==> src/sv/fbpa_pkg.sv <==
package fbpa_pkg;

    // Payload alignment of every block.
    localparam int unsigned ALIGN_BYTES = 8;

    // Operation carried in the input tuser field.
    typedef enum logic [1:0] {
        KIND_INIT  = 2'd0,
        KIND_ALLOC = 2'd1,
        KIND_FREE  = 2'd2
    } kind_t;

    // Result code carried in the output tuser field.
    typedef enum logic [1:0] {
        STATUS_OK       = 2'd0,
        STATUS_EMPTY    = 2'd1,
        STATUS_BAD_ADDR = 2'd2
    } status_t;

    // Commands from the controller to the datapath.
    typedef struct packed {
        logic    sweep_clr;
        logic    sweep_step;
        logic    init_commit;
        logic    link_rd;
        logic    alloc_commit;
        logic    rel_load;
        logic    mul_load;
        logic    q_load;
        logic    free_commit;
        logic    res_load;
        logic    res_addr_ok;
        status_t res_status;
    } cmd_t;

    // Status from the datapath to the controller.
    typedef struct packed {
        logic head_null;
        logic sweep_last;
        logic free_ok;
    } stat_t;

endpackage

==> src/sv/fbpa_datapath.sv <==
module fbpa_datapath #(
    parameter int NUM_BLOCKS   = 128,
    parameter int BLOCK_BYTES  = 64,
    parameter int HEADER_BYTES = 8
) (
    input  logic               clk,
    input  logic               rst_n,
    input  logic               cfg_we,
    input  logic [31:0]        cfg_data,
    input  logic [31:0]        free_address,
    input  fbpa_pkg::cmd_t     cmd,
    output fbpa_pkg::stat_t    stat,
    output logic [31:0]        res_address,
    output fbpa_pkg::status_t  res_status
);
    import fbpa_pkg::*;

    // Geometry of the pool.
    localparam int PAYLOAD_ALIGNED =
        ((BLOCK_BYTES + ALIGN_BYTES - 1) / ALIGN_BYTES) * ALIGN_BYTES;
    localparam int STRIDE  = HEADER_BYTES + PAYLOAD_ALIGNED;
    localparam int LIMIT   = NUM_BLOCKS * STRIDE;
    localparam int IDX_W   = $clog2(NUM_BLOCKS + 1);
    localparam int AW      = $clog2(NUM_BLOCKS);
    localparam int STR_W   = $clog2(STRIDE + 1);
    localparam int REL_W   = $clog2(LIMIT);
    localparam int PA_W    = IDX_W + STR_W;
    localparam int P1_W    = 2 * REL_W;
    localparam int RECIP   = (1 << REL_W) / STRIDE;
    localparam logic [IDX_W-1:0] NULL_IDX = IDX_W'(NUM_BLOCKS);
    localparam logic [IDX_W-1:0] LAST_IDX = IDX_W'(NUM_BLOCKS - 1);

    // Link memory: one write and one registered read per cycle.
    logic [IDX_W-1:0] link_mem [NUM_BLOCKS];
    logic [IDX_W-1:0] rd_data_reg;

    logic [31:0]      base_reg;
    logic [IDX_W-1:0] head_reg;
    logic [IDX_W-1:0] head_next;
    logic [IDX_W-1:0] sweep_cnt_reg;
    logic [31:0]      rel_reg;
    logic [P1_W-1:0]  prod1_reg;
    logic             inrange_reg;
    logic [IDX_W-1:0] q_reg;
    logic [PA_W-1:0]  prod2_reg;
    logic [PA_W-1:0]  proda_reg;
    logic [31:0]      out_addr_reg;
    status_t          out_status_reg;

    logic             wr_en;
    logic [AW-1:0]    wr_addr;
    logic [IDX_W-1:0] wr_data;
    logic [REL_W-1:0] rem;
    logic [IDX_W-1:0] free_idx;
    logic [31:0]      alloc_addr;

    // Remainder check after the reciprocal estimate; one correction step.
    assign rem      = rel_reg[REL_W-1:0] - REL_W'(prod2_reg);
    assign free_idx = (rem == '0) ? q_reg : q_reg + IDX_W'(1);
    assign alloc_addr = base_reg + 32'(HEADER_BYTES) + 32'(proda_reg);

    assign stat.head_null  = (head_reg >= NULL_IDX);
    assign stat.sweep_last = (sweep_cnt_reg == LAST_IDX);
    assign stat.free_ok    = inrange_reg && ((rem == '0) || (rem == REL_W'(STRIDE)));

    assign res_address = out_addr_reg;
    assign res_status  = out_status_reg;

    // Link memory write source.
    always_comb
    begin
        wr_en   = 1'b0;
        wr_addr = sweep_cnt_reg[AW-1:0];
        wr_data = NULL_IDX;
        if (cmd.sweep_step)
        begin
            wr_en = 1'b1;
            if (sweep_cnt_reg != '0)
            begin
                wr_data = sweep_cnt_reg - IDX_W'(1);
            end
        end
        else if (cmd.alloc_commit)
        begin
            wr_en   = 1'b1;
            wr_addr = head_reg[AW-1:0];
        end
        else if (cmd.free_commit)
        begin
            wr_en   = 1'b1;
            wr_addr = free_idx[AW-1:0];
            wr_data = head_reg;
        end
    end

    // Head of the free list.
    always_comb
    begin
        head_next = head_reg;
        if (cmd.init_commit)
        begin
            head_next = LAST_IDX;
        end
        else if (cmd.alloc_commit)
        begin
            head_next = (rd_data_reg >= NULL_IDX) ? NULL_IDX : rd_data_reg;
        end
        else if (cmd.free_commit)
        begin
            head_next = free_idx;
        end
    end

    // Memory access.
    always_ff @(posedge clk)
    begin
        if (wr_en)
        begin
            link_mem[wr_addr] <= wr_data;
        end
        if (cmd.link_rd)
        begin
            rd_data_reg <= link_mem[head_reg[AW-1:0]];
        end
    end

    // Control registers.
    always_ff @(posedge clk or negedge rst_n)
    begin
        if (!rst_n)
        begin
            base_reg      <= '0;
            head_reg      <= NULL_IDX;
            sweep_cnt_reg <= '0;
        end
        else
        begin
            if (cfg_we)
            begin
                base_reg <= cfg_data;
            end
            head_reg <= head_next;
            if (cmd.sweep_clr)
            begin
                sweep_cnt_reg <= '0;
            end
            else if (cmd.sweep_step)
            begin
                sweep_cnt_reg <= sweep_cnt_reg + IDX_W'(1);
            end
        end
    end

    // Address arithmetic and result registers.
    always_ff @(posedge clk)
    begin
        if (cmd.link_rd)
        begin
            proda_reg <= PA_W'(head_reg) * PA_W'(STRIDE);
        end
        if (cmd.rel_load)
        begin
            rel_reg <= free_address - base_reg - 32'(HEADER_BYTES);
        end
        if (cmd.mul_load)
        begin
            prod1_reg   <= P1_W'(rel_reg[REL_W-1:0]) * P1_W'(RECIP);
            inrange_reg <= (rel_reg < 32'(LIMIT));
        end
        if (cmd.q_load)
        begin
            q_reg     <= prod1_reg[REL_W +: IDX_W];
            prod2_reg <= PA_W'(prod1_reg[REL_W +: IDX_W]) * PA_W'(STRIDE);
        end
        if (cmd.res_load)
        begin
            out_addr_reg   <= cmd.res_addr_ok ? alloc_addr : 32'd0;
            out_status_reg <= cmd.res_status;
        end
    end

endmodule

==> src/sv/fbpa_ctrl.sv <==
module fbpa_ctrl (
    input  logic            clk,
    input  logic            rst_n,
    input  logic            s_tvalid,
    output logic            s_tready,
    input  logic [1:0]      kind,
    output logic            m_tvalid,
    input  logic            m_tready,
    input  fbpa_pkg::stat_t stat,
    output fbpa_pkg::cmd_t  cmd
);
    import fbpa_pkg::*;

    typedef enum logic [2:0] {
        ST_IDLE,
        ST_SWEEP,
        ST_ALLOC_UPD,
        ST_FREE_MUL,
        ST_FREE_Q,
        ST_FREE_CHK,
        ST_RESP
    } state_t;

    state_t  state_reg;
    state_t  state_next;
    logic    m_tvalid_reg;
    logic    m_tvalid_next;
    status_t resp_status_reg;
    status_t resp_status_next;
    logic    resp_addr_ok_reg;
    logic    resp_addr_ok_next;

    logic    out_free;
    logic    done;
    status_t done_status;
    logic    done_addr_ok;

    assign out_free = !m_tvalid_reg || m_tready;
    assign s_tready = (state_reg == ST_IDLE);
    assign m_tvalid = m_tvalid_reg;

    // Next state and commands.
    always_comb
    begin
        state_next        = state_reg;
        m_tvalid_next     = m_tvalid_reg && !m_tready;
        resp_status_next  = resp_status_reg;
        resp_addr_ok_next = resp_addr_ok_reg;
        cmd               = '0;
        done              = 1'b0;
        done_status       = STATUS_OK;
        done_addr_ok      = 1'b0;

        case (state_reg)
            ST_IDLE:
            begin
                if (s_tvalid)
                begin
                    case (kind_t'(kind))
                        KIND_INIT:
                        begin
                            cmd.sweep_clr = 1'b1;
                            state_next    = ST_SWEEP;
                        end
                        KIND_ALLOC:
                        begin
                            if (stat.head_null)
                            begin
                                done        = 1'b1;
                                done_status = STATUS_EMPTY;
                            end
                            else
                            begin
                                cmd.link_rd = 1'b1;
                                state_next  = ST_ALLOC_UPD;
                            end
                        end
                        KIND_FREE:
                        begin
                            cmd.rel_load = 1'b1;
                            state_next   = ST_FREE_MUL;
                        end
                        default:
                        begin
                            done = 1'b1;
                        end
                    endcase
                end
            end
            ST_SWEEP:
            begin
                cmd.sweep_step = 1'b1;
                if (stat.sweep_last)
                begin
                    cmd.init_commit = 1'b1;
                    done            = 1'b1;
                end
            end
            ST_ALLOC_UPD:
            begin
                cmd.alloc_commit = 1'b1;
                done             = 1'b1;
                done_addr_ok     = 1'b1;
            end
            ST_FREE_MUL:
            begin
                cmd.mul_load = 1'b1;
                state_next   = ST_FREE_Q;
            end
            ST_FREE_Q:
            begin
                cmd.q_load = 1'b1;
                state_next = ST_FREE_CHK;
            end
            ST_FREE_CHK:
            begin
                done = 1'b1;
                if (stat.free_ok)
                begin
                    cmd.free_commit = 1'b1;
                end
                else
                begin
                    done_status = STATUS_BAD_ADDR;
                end
            end
            ST_RESP:
            begin
                done         = 1'b1;
                done_status  = resp_status_reg;
                done_addr_ok = resp_addr_ok_reg;
            end
            default:
            begin
                state_next = ST_IDLE;
            end
        endcase

        // Hand the result to the output register, or hold it until the slot frees.
        if (done)
        begin
            if (out_free)
            begin
                cmd.res_load    = 1'b1;
                cmd.res_status  = done_status;
                cmd.res_addr_ok = done_addr_ok;
                m_tvalid_next   = 1'b1;
                state_next      = ST_IDLE;
            end
            else
            begin
                resp_status_next  = done_status;
                resp_addr_ok_next = done_addr_ok;
                state_next        = ST_RESP;
            end
        end
    end

    // State and registered outputs.
    always_ff @(posedge clk or negedge rst_n)
    begin
        if (!rst_n)
        begin
            state_reg        <= ST_IDLE;
            m_tvalid_reg     <= 1'b0;
            resp_status_reg  <= STATUS_OK;
            resp_addr_ok_reg <= 1'b0;
        end
        else
        begin
            state_reg        <= state_next;
            m_tvalid_reg     <= m_tvalid_next;
            resp_status_reg  <= resp_status_next;
            resp_addr_ok_reg <= resp_addr_ok_next;
        end
    end

endmodule

==> src/sv/fixed_block_pool_allocator_top.sv <==
// Fixed-size block pool allocator with a LIFO free list of block indices.
// Input items arrive on s_tvalid/s_tready: s_tuser holds the operation
// (init, allocate, free) and s_tdata the payload address returned by a free.
// One result item per input item leaves on m_tvalid/m_tready: m_tdata holds
// the allocated payload address (zero otherwise), m_tuser the status code.
// The cfg_valid/cfg_ready channel writes the pool base address; write it
// only while no item is in flight.
// Items are handled one at a time. Allocate does a link memory read, then a
// head update; free does subtract, reciprocal multiply, back multiply and
// remainder check; init sweeps the link memory one entry a cycle.
// The next item is accepted in the cycle after the result is loaded.
// Reset empties the free list and clears the base address; the link memory
// is not cleared, so allocations find an empty list until an init or a free.
// A stalled receiver holds the result in the output register; the block
// keeps working on the next item and waits only when it has a new result.
module fixed_block_pool_allocator_top #(
    parameter int NUM_BLOCKS   = 128,
    parameter int BLOCK_BYTES  = 64,
    parameter int HEADER_BYTES = 8
) (
    input  logic        clk,
    input  logic        rst_n,
    input  logic        cfg_valid,
    output logic        cfg_ready,
    input  logic [31:0] cfg_data,    // base_address
    input  logic        s_tvalid,
    output logic        s_tready,
    input  logic [31:0] s_tdata,     // free_address
    input  logic [1:0]  s_tuser,     // kind
    output logic        m_tvalid,
    input  logic        m_tready,
    output logic [31:0] m_tdata,     // address
    output logic [1:0]  m_tuser      // status
);
    import fbpa_pkg::*;

    cmd_t    cmd;
    stat_t   stat;
    status_t res_status;

    assign cfg_ready = 1'b1;
    assign m_tuser   = res_status;

    fbpa_ctrl u_ctrl (
        .clk      (clk),
        .rst_n    (rst_n),
        .s_tvalid (s_tvalid),
        .s_tready (s_tready),
        .kind     (s_tuser),
        .m_tvalid (m_tvalid),
        .m_tready (m_tready),
        .stat     (stat),
        .cmd      (cmd)
    );

    fbpa_datapath #(
        .NUM_BLOCKS   (NUM_BLOCKS),
        .BLOCK_BYTES  (BLOCK_BYTES),
        .HEADER_BYTES (HEADER_BYTES)
    ) u_datapath (
        .clk          (clk),
        .rst_n        (rst_n),
        .cfg_we       (cfg_valid),
        .cfg_data     (cfg_data),
        .free_address (s_tdata),
        .cmd          (cmd),
        .stat         (stat),
        .res_address  (m_tdata),
        .res_status   (res_status)
    );

    // An init item always keeps the block busy for the sweep.
    assert property (@(posedge clk) disable iff (!rst_n)
        (s_tvalid && s_tready && (s_tuser == KIND_INIT)) |=> !s_tready)
        else $error("input accepted during init sweep");

    // Only a successful allocate carries a nonzero address.
    assert property (@(posedge clk) disable iff (!rst_n)
        (m_tvalid && (m_tuser != STATUS_OK)) |-> (m_tdata == 32'd0))
        else $error("nonzero address with failing status");

    // Results carry only defined status codes.
    assert property (@(posedge clk) disable iff (!rst_n)
        m_tvalid |-> ((m_tuser == STATUS_OK) || (m_tuser == STATUS_EMPTY) ||
                      (m_tuser == STATUS_BAD_ADDR)))
        else $error("undefined status code");

endmodule

==> config.mk <==
export PLATFORM = sky130hd
export DESIGN_NAME = fixed_block_pool_allocator_top
export DESIGN_NICKNAME = d
export VERILOG_FILES = /design/src/sv/fbpa_pkg.sv /design/src/sv/fbpa_datapath.sv /design/src/sv/fbpa_ctrl.sv /design/src/sv/fixed_block_pool_allocator_top.sv
export SDC_FILE = /design/constraint.sdc
export NUM_CORES = 2
export LEC_CHECK = 0
export BUFFER_PORTS_ARGS = -buffer_cell sky130_fd_sc_hd__buf_2
export CELL_PAD_IN_SITES_DETAIL_PLACEMENT = 0
export CELL_PAD_IN_SITES_GLOBAL_PLACEMENT = 1
export CORE_ASPECT_RATIO = 1.75
export CORE_MARGIN = 2
export CORE_UTILIZATION = 35
export DETAILED_ROUTE_END_ITERATION = 6
export GPL_TIMING_DRIVEN = 0
export MAX_ROUTING_LAYER = met4
export PLACE_DENSITY = 0.67
export SLEW_MARGIN = 5
export SYNTH_ARGS = -nofsm -noshare
export SYNTH_HDL_FRONTEND = slang
export SYNTH_SLANG_ARGS = --single-unit
==> constraint.sdc <==
create_clock -name clk -period 13.7 [get_ports clk]
set_clock_uncertainty 0.1 [all_clocks]
set_input_delay 2.74 -clock clk [delete_from_list [all_inputs] [get_ports clk]]
set_output_delay 2.74 -clock clk [all_outputs]
set_load 0.02 [all_outputs]
==> flow_summary.json <==
{
  "comb_power_share_pct": 36.3,
  "route.detailed.drc": 0,
  "syn_to_final_growth_pct": 14.4,
  "arrival_ns": 6.62,
  "grt_usage_pct": 18.4,
  "max-vdd-ir-drop_mv": 0.148,
  "crit_fanout": 4,
  "seqCellArea_um2": 35500,
  "multi_input_area_um2": 15800,
  "clockBufferDepth": 3,
  "tritoncts": "built",
  "relSlewSlack_pct": 3.46,
  "rsz0062_at_grt": "no",
  "ant_nets": 0,
  "sw_frac_of_total_pct": 34.2,
  "clkPwrFrac_pct": 25.3,
  "status": "finished clean",
  "end_kind": "flop",
  "portBuffers": 105,
  "netlist_top_cells_area": "edfxtp_1 (65%), mux4_2 (14%), ha_1 (4.5%), dfrtp_1 (2.6%), nor2_1 (1.5%)",
  "route.vias.total": 27000,
  "seqPwrFrac_pct": 38.4,
  "grt_overflow": 0,
  "yosysTopAreaCell": "edfxtp_1",
  "worstSetupPathType": "input pin to flop",
  "yosysUniqueCellTypes": 78,
  "synth_top_cell_area_share_pct": 65.2,
  "synth.net_count": 3188,
  "core_um2": 148000,
  "fill_cells": 13400,
  "fin_tns_setup_ns": 0,
  "p_int_mw": 7.92,
  "fmax_mhz": 160,
  "timing.final.ws_setup_ns": 7.44,
  "synth_area_per_cell_um2": 18.1,
  "powerDensity_nw_per_um2": 201,
  "synth.yosys.seq_area_share_pct": 67.8,
  "synth-warning-count": 0,
  "grt_max_degree": 81,
  "numCtsBuffers": 103,
  "postCtsSetupRepairBufs": 0,
  "met1_length_mm": 44.0,
  "pre_cts_slack_ns": 6.69,
  "r2r_cells": 13,
  "cts_root_buffer": "clkbuf_16",
  "switchingPower_mw": 4.12,
  "dp_hpwl_mm": 101,
  "dieHeight_um": 515,
  "power.leakage_nw": 20.2,
  "clkLatencyLatePin_ns": 0.72,
  "avgViaCountPerCell": 5.18,
  "hold_depth": 0,
  "path_clk_slew_ns": 0.07,
  "fp-row-count": 187,
  "hold_class": "flop to flop",
  "grt_pass1_wl_mm": 195,
  "yosys-top-cells-count": "edfxtp_1 (1135), mux4_2 (336), nor2_1 (206)",
  "ios": 108,
  "wl_met3_mm": 5.48,
  "antenna_found_initial": 2,
  "dr_wl_met2_mm": 76.3,
  "setup_viol": 0,
  "maxSlewViolCount": 0,
  "worst_pin_slew_ns": 1.45,
  "cts_resized": 0,
  "synth_edf_count": 1135,
  "final_net_count": 3430,
  "die_area_um2": 153000,
  "total_power_mw": 12.0,
  "largest_register_ffs": 1024,
  "synth.most_common_cell": "edfxtp_1",
  "start_kind": "input pin",
  "period_share_pct": 45.7,
  "hold_buffers": 0,
  "synth-seq-cells": 1190,
  "cap_violations": 0,
  "layout_min_cycle_time_ns": 6.26,
  "synthArstFlopShare_pct": 4.62,
  "die_w_um": 296,
  "hold_viol": 0,
  "cts.sinks": 1190,
  "routedWlPerCell_um": 25.9,
  "drive_gt1_share_pct": 23.2,
  "globalplace.congestion": 0.903,
  "synthCells": 2895,
  "routed.top_layer": "met4",
  "syn-cell-area_um2": 52300,
  "htreeDepth": 3,
  "start_util_pct": 35.3,
  "whs_ns": 0.377,
  "first_pass_iters": 5,
  "finalWirelength_mm": 135,
  "cp.required_ns": 14.06,
  "largest_register": "u_datapath.link_mem",
  "detail_route.iter0.violations": 2080,
  "synthFlopType": "edfxtp_1",
  "grt_pass1_vias": 28500
}
cells by family after synthesis:
kind of cell,count (synthesis),synth area share [%]
adders and majority gates,222,5.80
AOI/OAI and AO/OA,216,2.67
buffers and inverters,309,2.33
other,1,0.00717
xor gates and xnor gates,94,1.57
muxes,370,15.2
DFF,1190,67.8
and+or+nand+nor,493,4.65
worst max-delay path: stages:
cell and delay (ns):
buf_2 0.10, ha_1 0.29, ha_1 0.23, fa_1 0.48, a211o_1 0.30, a21oi_1 0.21, a22oi_1 0.20, a22oi_1 0.66
o21ai_0 0.22, or3_1 0.42, a31o_2 0.30, a311oi_1 0.32, xnor2_1 0.15
path summary, 6_finish.rpt:
check | start | endpoint | slack (ns)
worst max-delay path | s_tdata[1] | u_datapath.rel_reg[31] | 7.44
worst min-delay path | u_datapath.prod1_reg[15] | u_datapath.q_reg[1] | 0.38
worst max register to register | u_datapath.q_reg[0] | u_datapath.link_mem[108][1] | 7.46
worst min register to register | u_datapath.prod1_reg[15] | u_datapath.q_reg[1] | 0.38
max in group asynchronous | rst_n | u_datapath.base_reg[18] | 10.92
min in group asynchronous | rst_n | u_datapath.base_reg[1] | 1.99
cell usage in the layout, fill, tap and decap left out, types with 22 or more instances in the layout:
master and n:
dfrtp_1 54, nor2_1 205, nand2_1 69, a21oi_1 60
nand3_1 38, buf_2 118, inv_1 189, xnor2_1 64
ha_1 188, o21ai_0 41, fa_1 34, mux2_2 29
nor3_1 33, xor2_1 30, clkbuf_16 105, a21o_1 22
clkbuf_1 83, edfxtp_1 1135, mux4_2 336, buf_1 28
metrics by stage:
| stage | std cells | utilization [%] | area [µm²] |
|---|---|---|---|
| 4_1_cts | 5207 | 40.3 | 59800 |
| 2_1_floorplan | 2895 | - | 52300 |
| 3_5_place_dp | 5016 | 37.9 | 56300 |
| 3_3_place_gp | 4984 | 37.3 | 55300 |
| 5_1_grt | 5209 | 40.3 | 59800 |
| 6_report | 5209 | 40.3 | 59800 |
power groups by stage:
stage	Clock [mW]	Sequential, mW	Combinational [mW]
floorplan	0	4.81	2.59
global placement	0	4.91	4.13
detailed placement	0	4.70	4.40
CTS	3.11	4.62	4.42
global route	3.23	4.64	4.62
finish	3.05	4.62	4.37
layer usage:
layer,GRT usage [%],vias up
met5,-,-
met4,11.0,0
met3,1.96,264
met2,34.8,812
met1,17.6,14000
li1,-,11900
area by class of cell:
type	count	share of cell area [%]
clock inverters	71	1.39
inverters	191	1.20
clock buffers	120	4.49
flip-flops and latches	1190	59.3
diodes	2	0.00836
well taps	1984	4.15
repair buffers	137	2.20
plain buffers	118	0.841
multi-input cells	1396	26.5
Note: power is estimated with default switching activity, not from simulation.
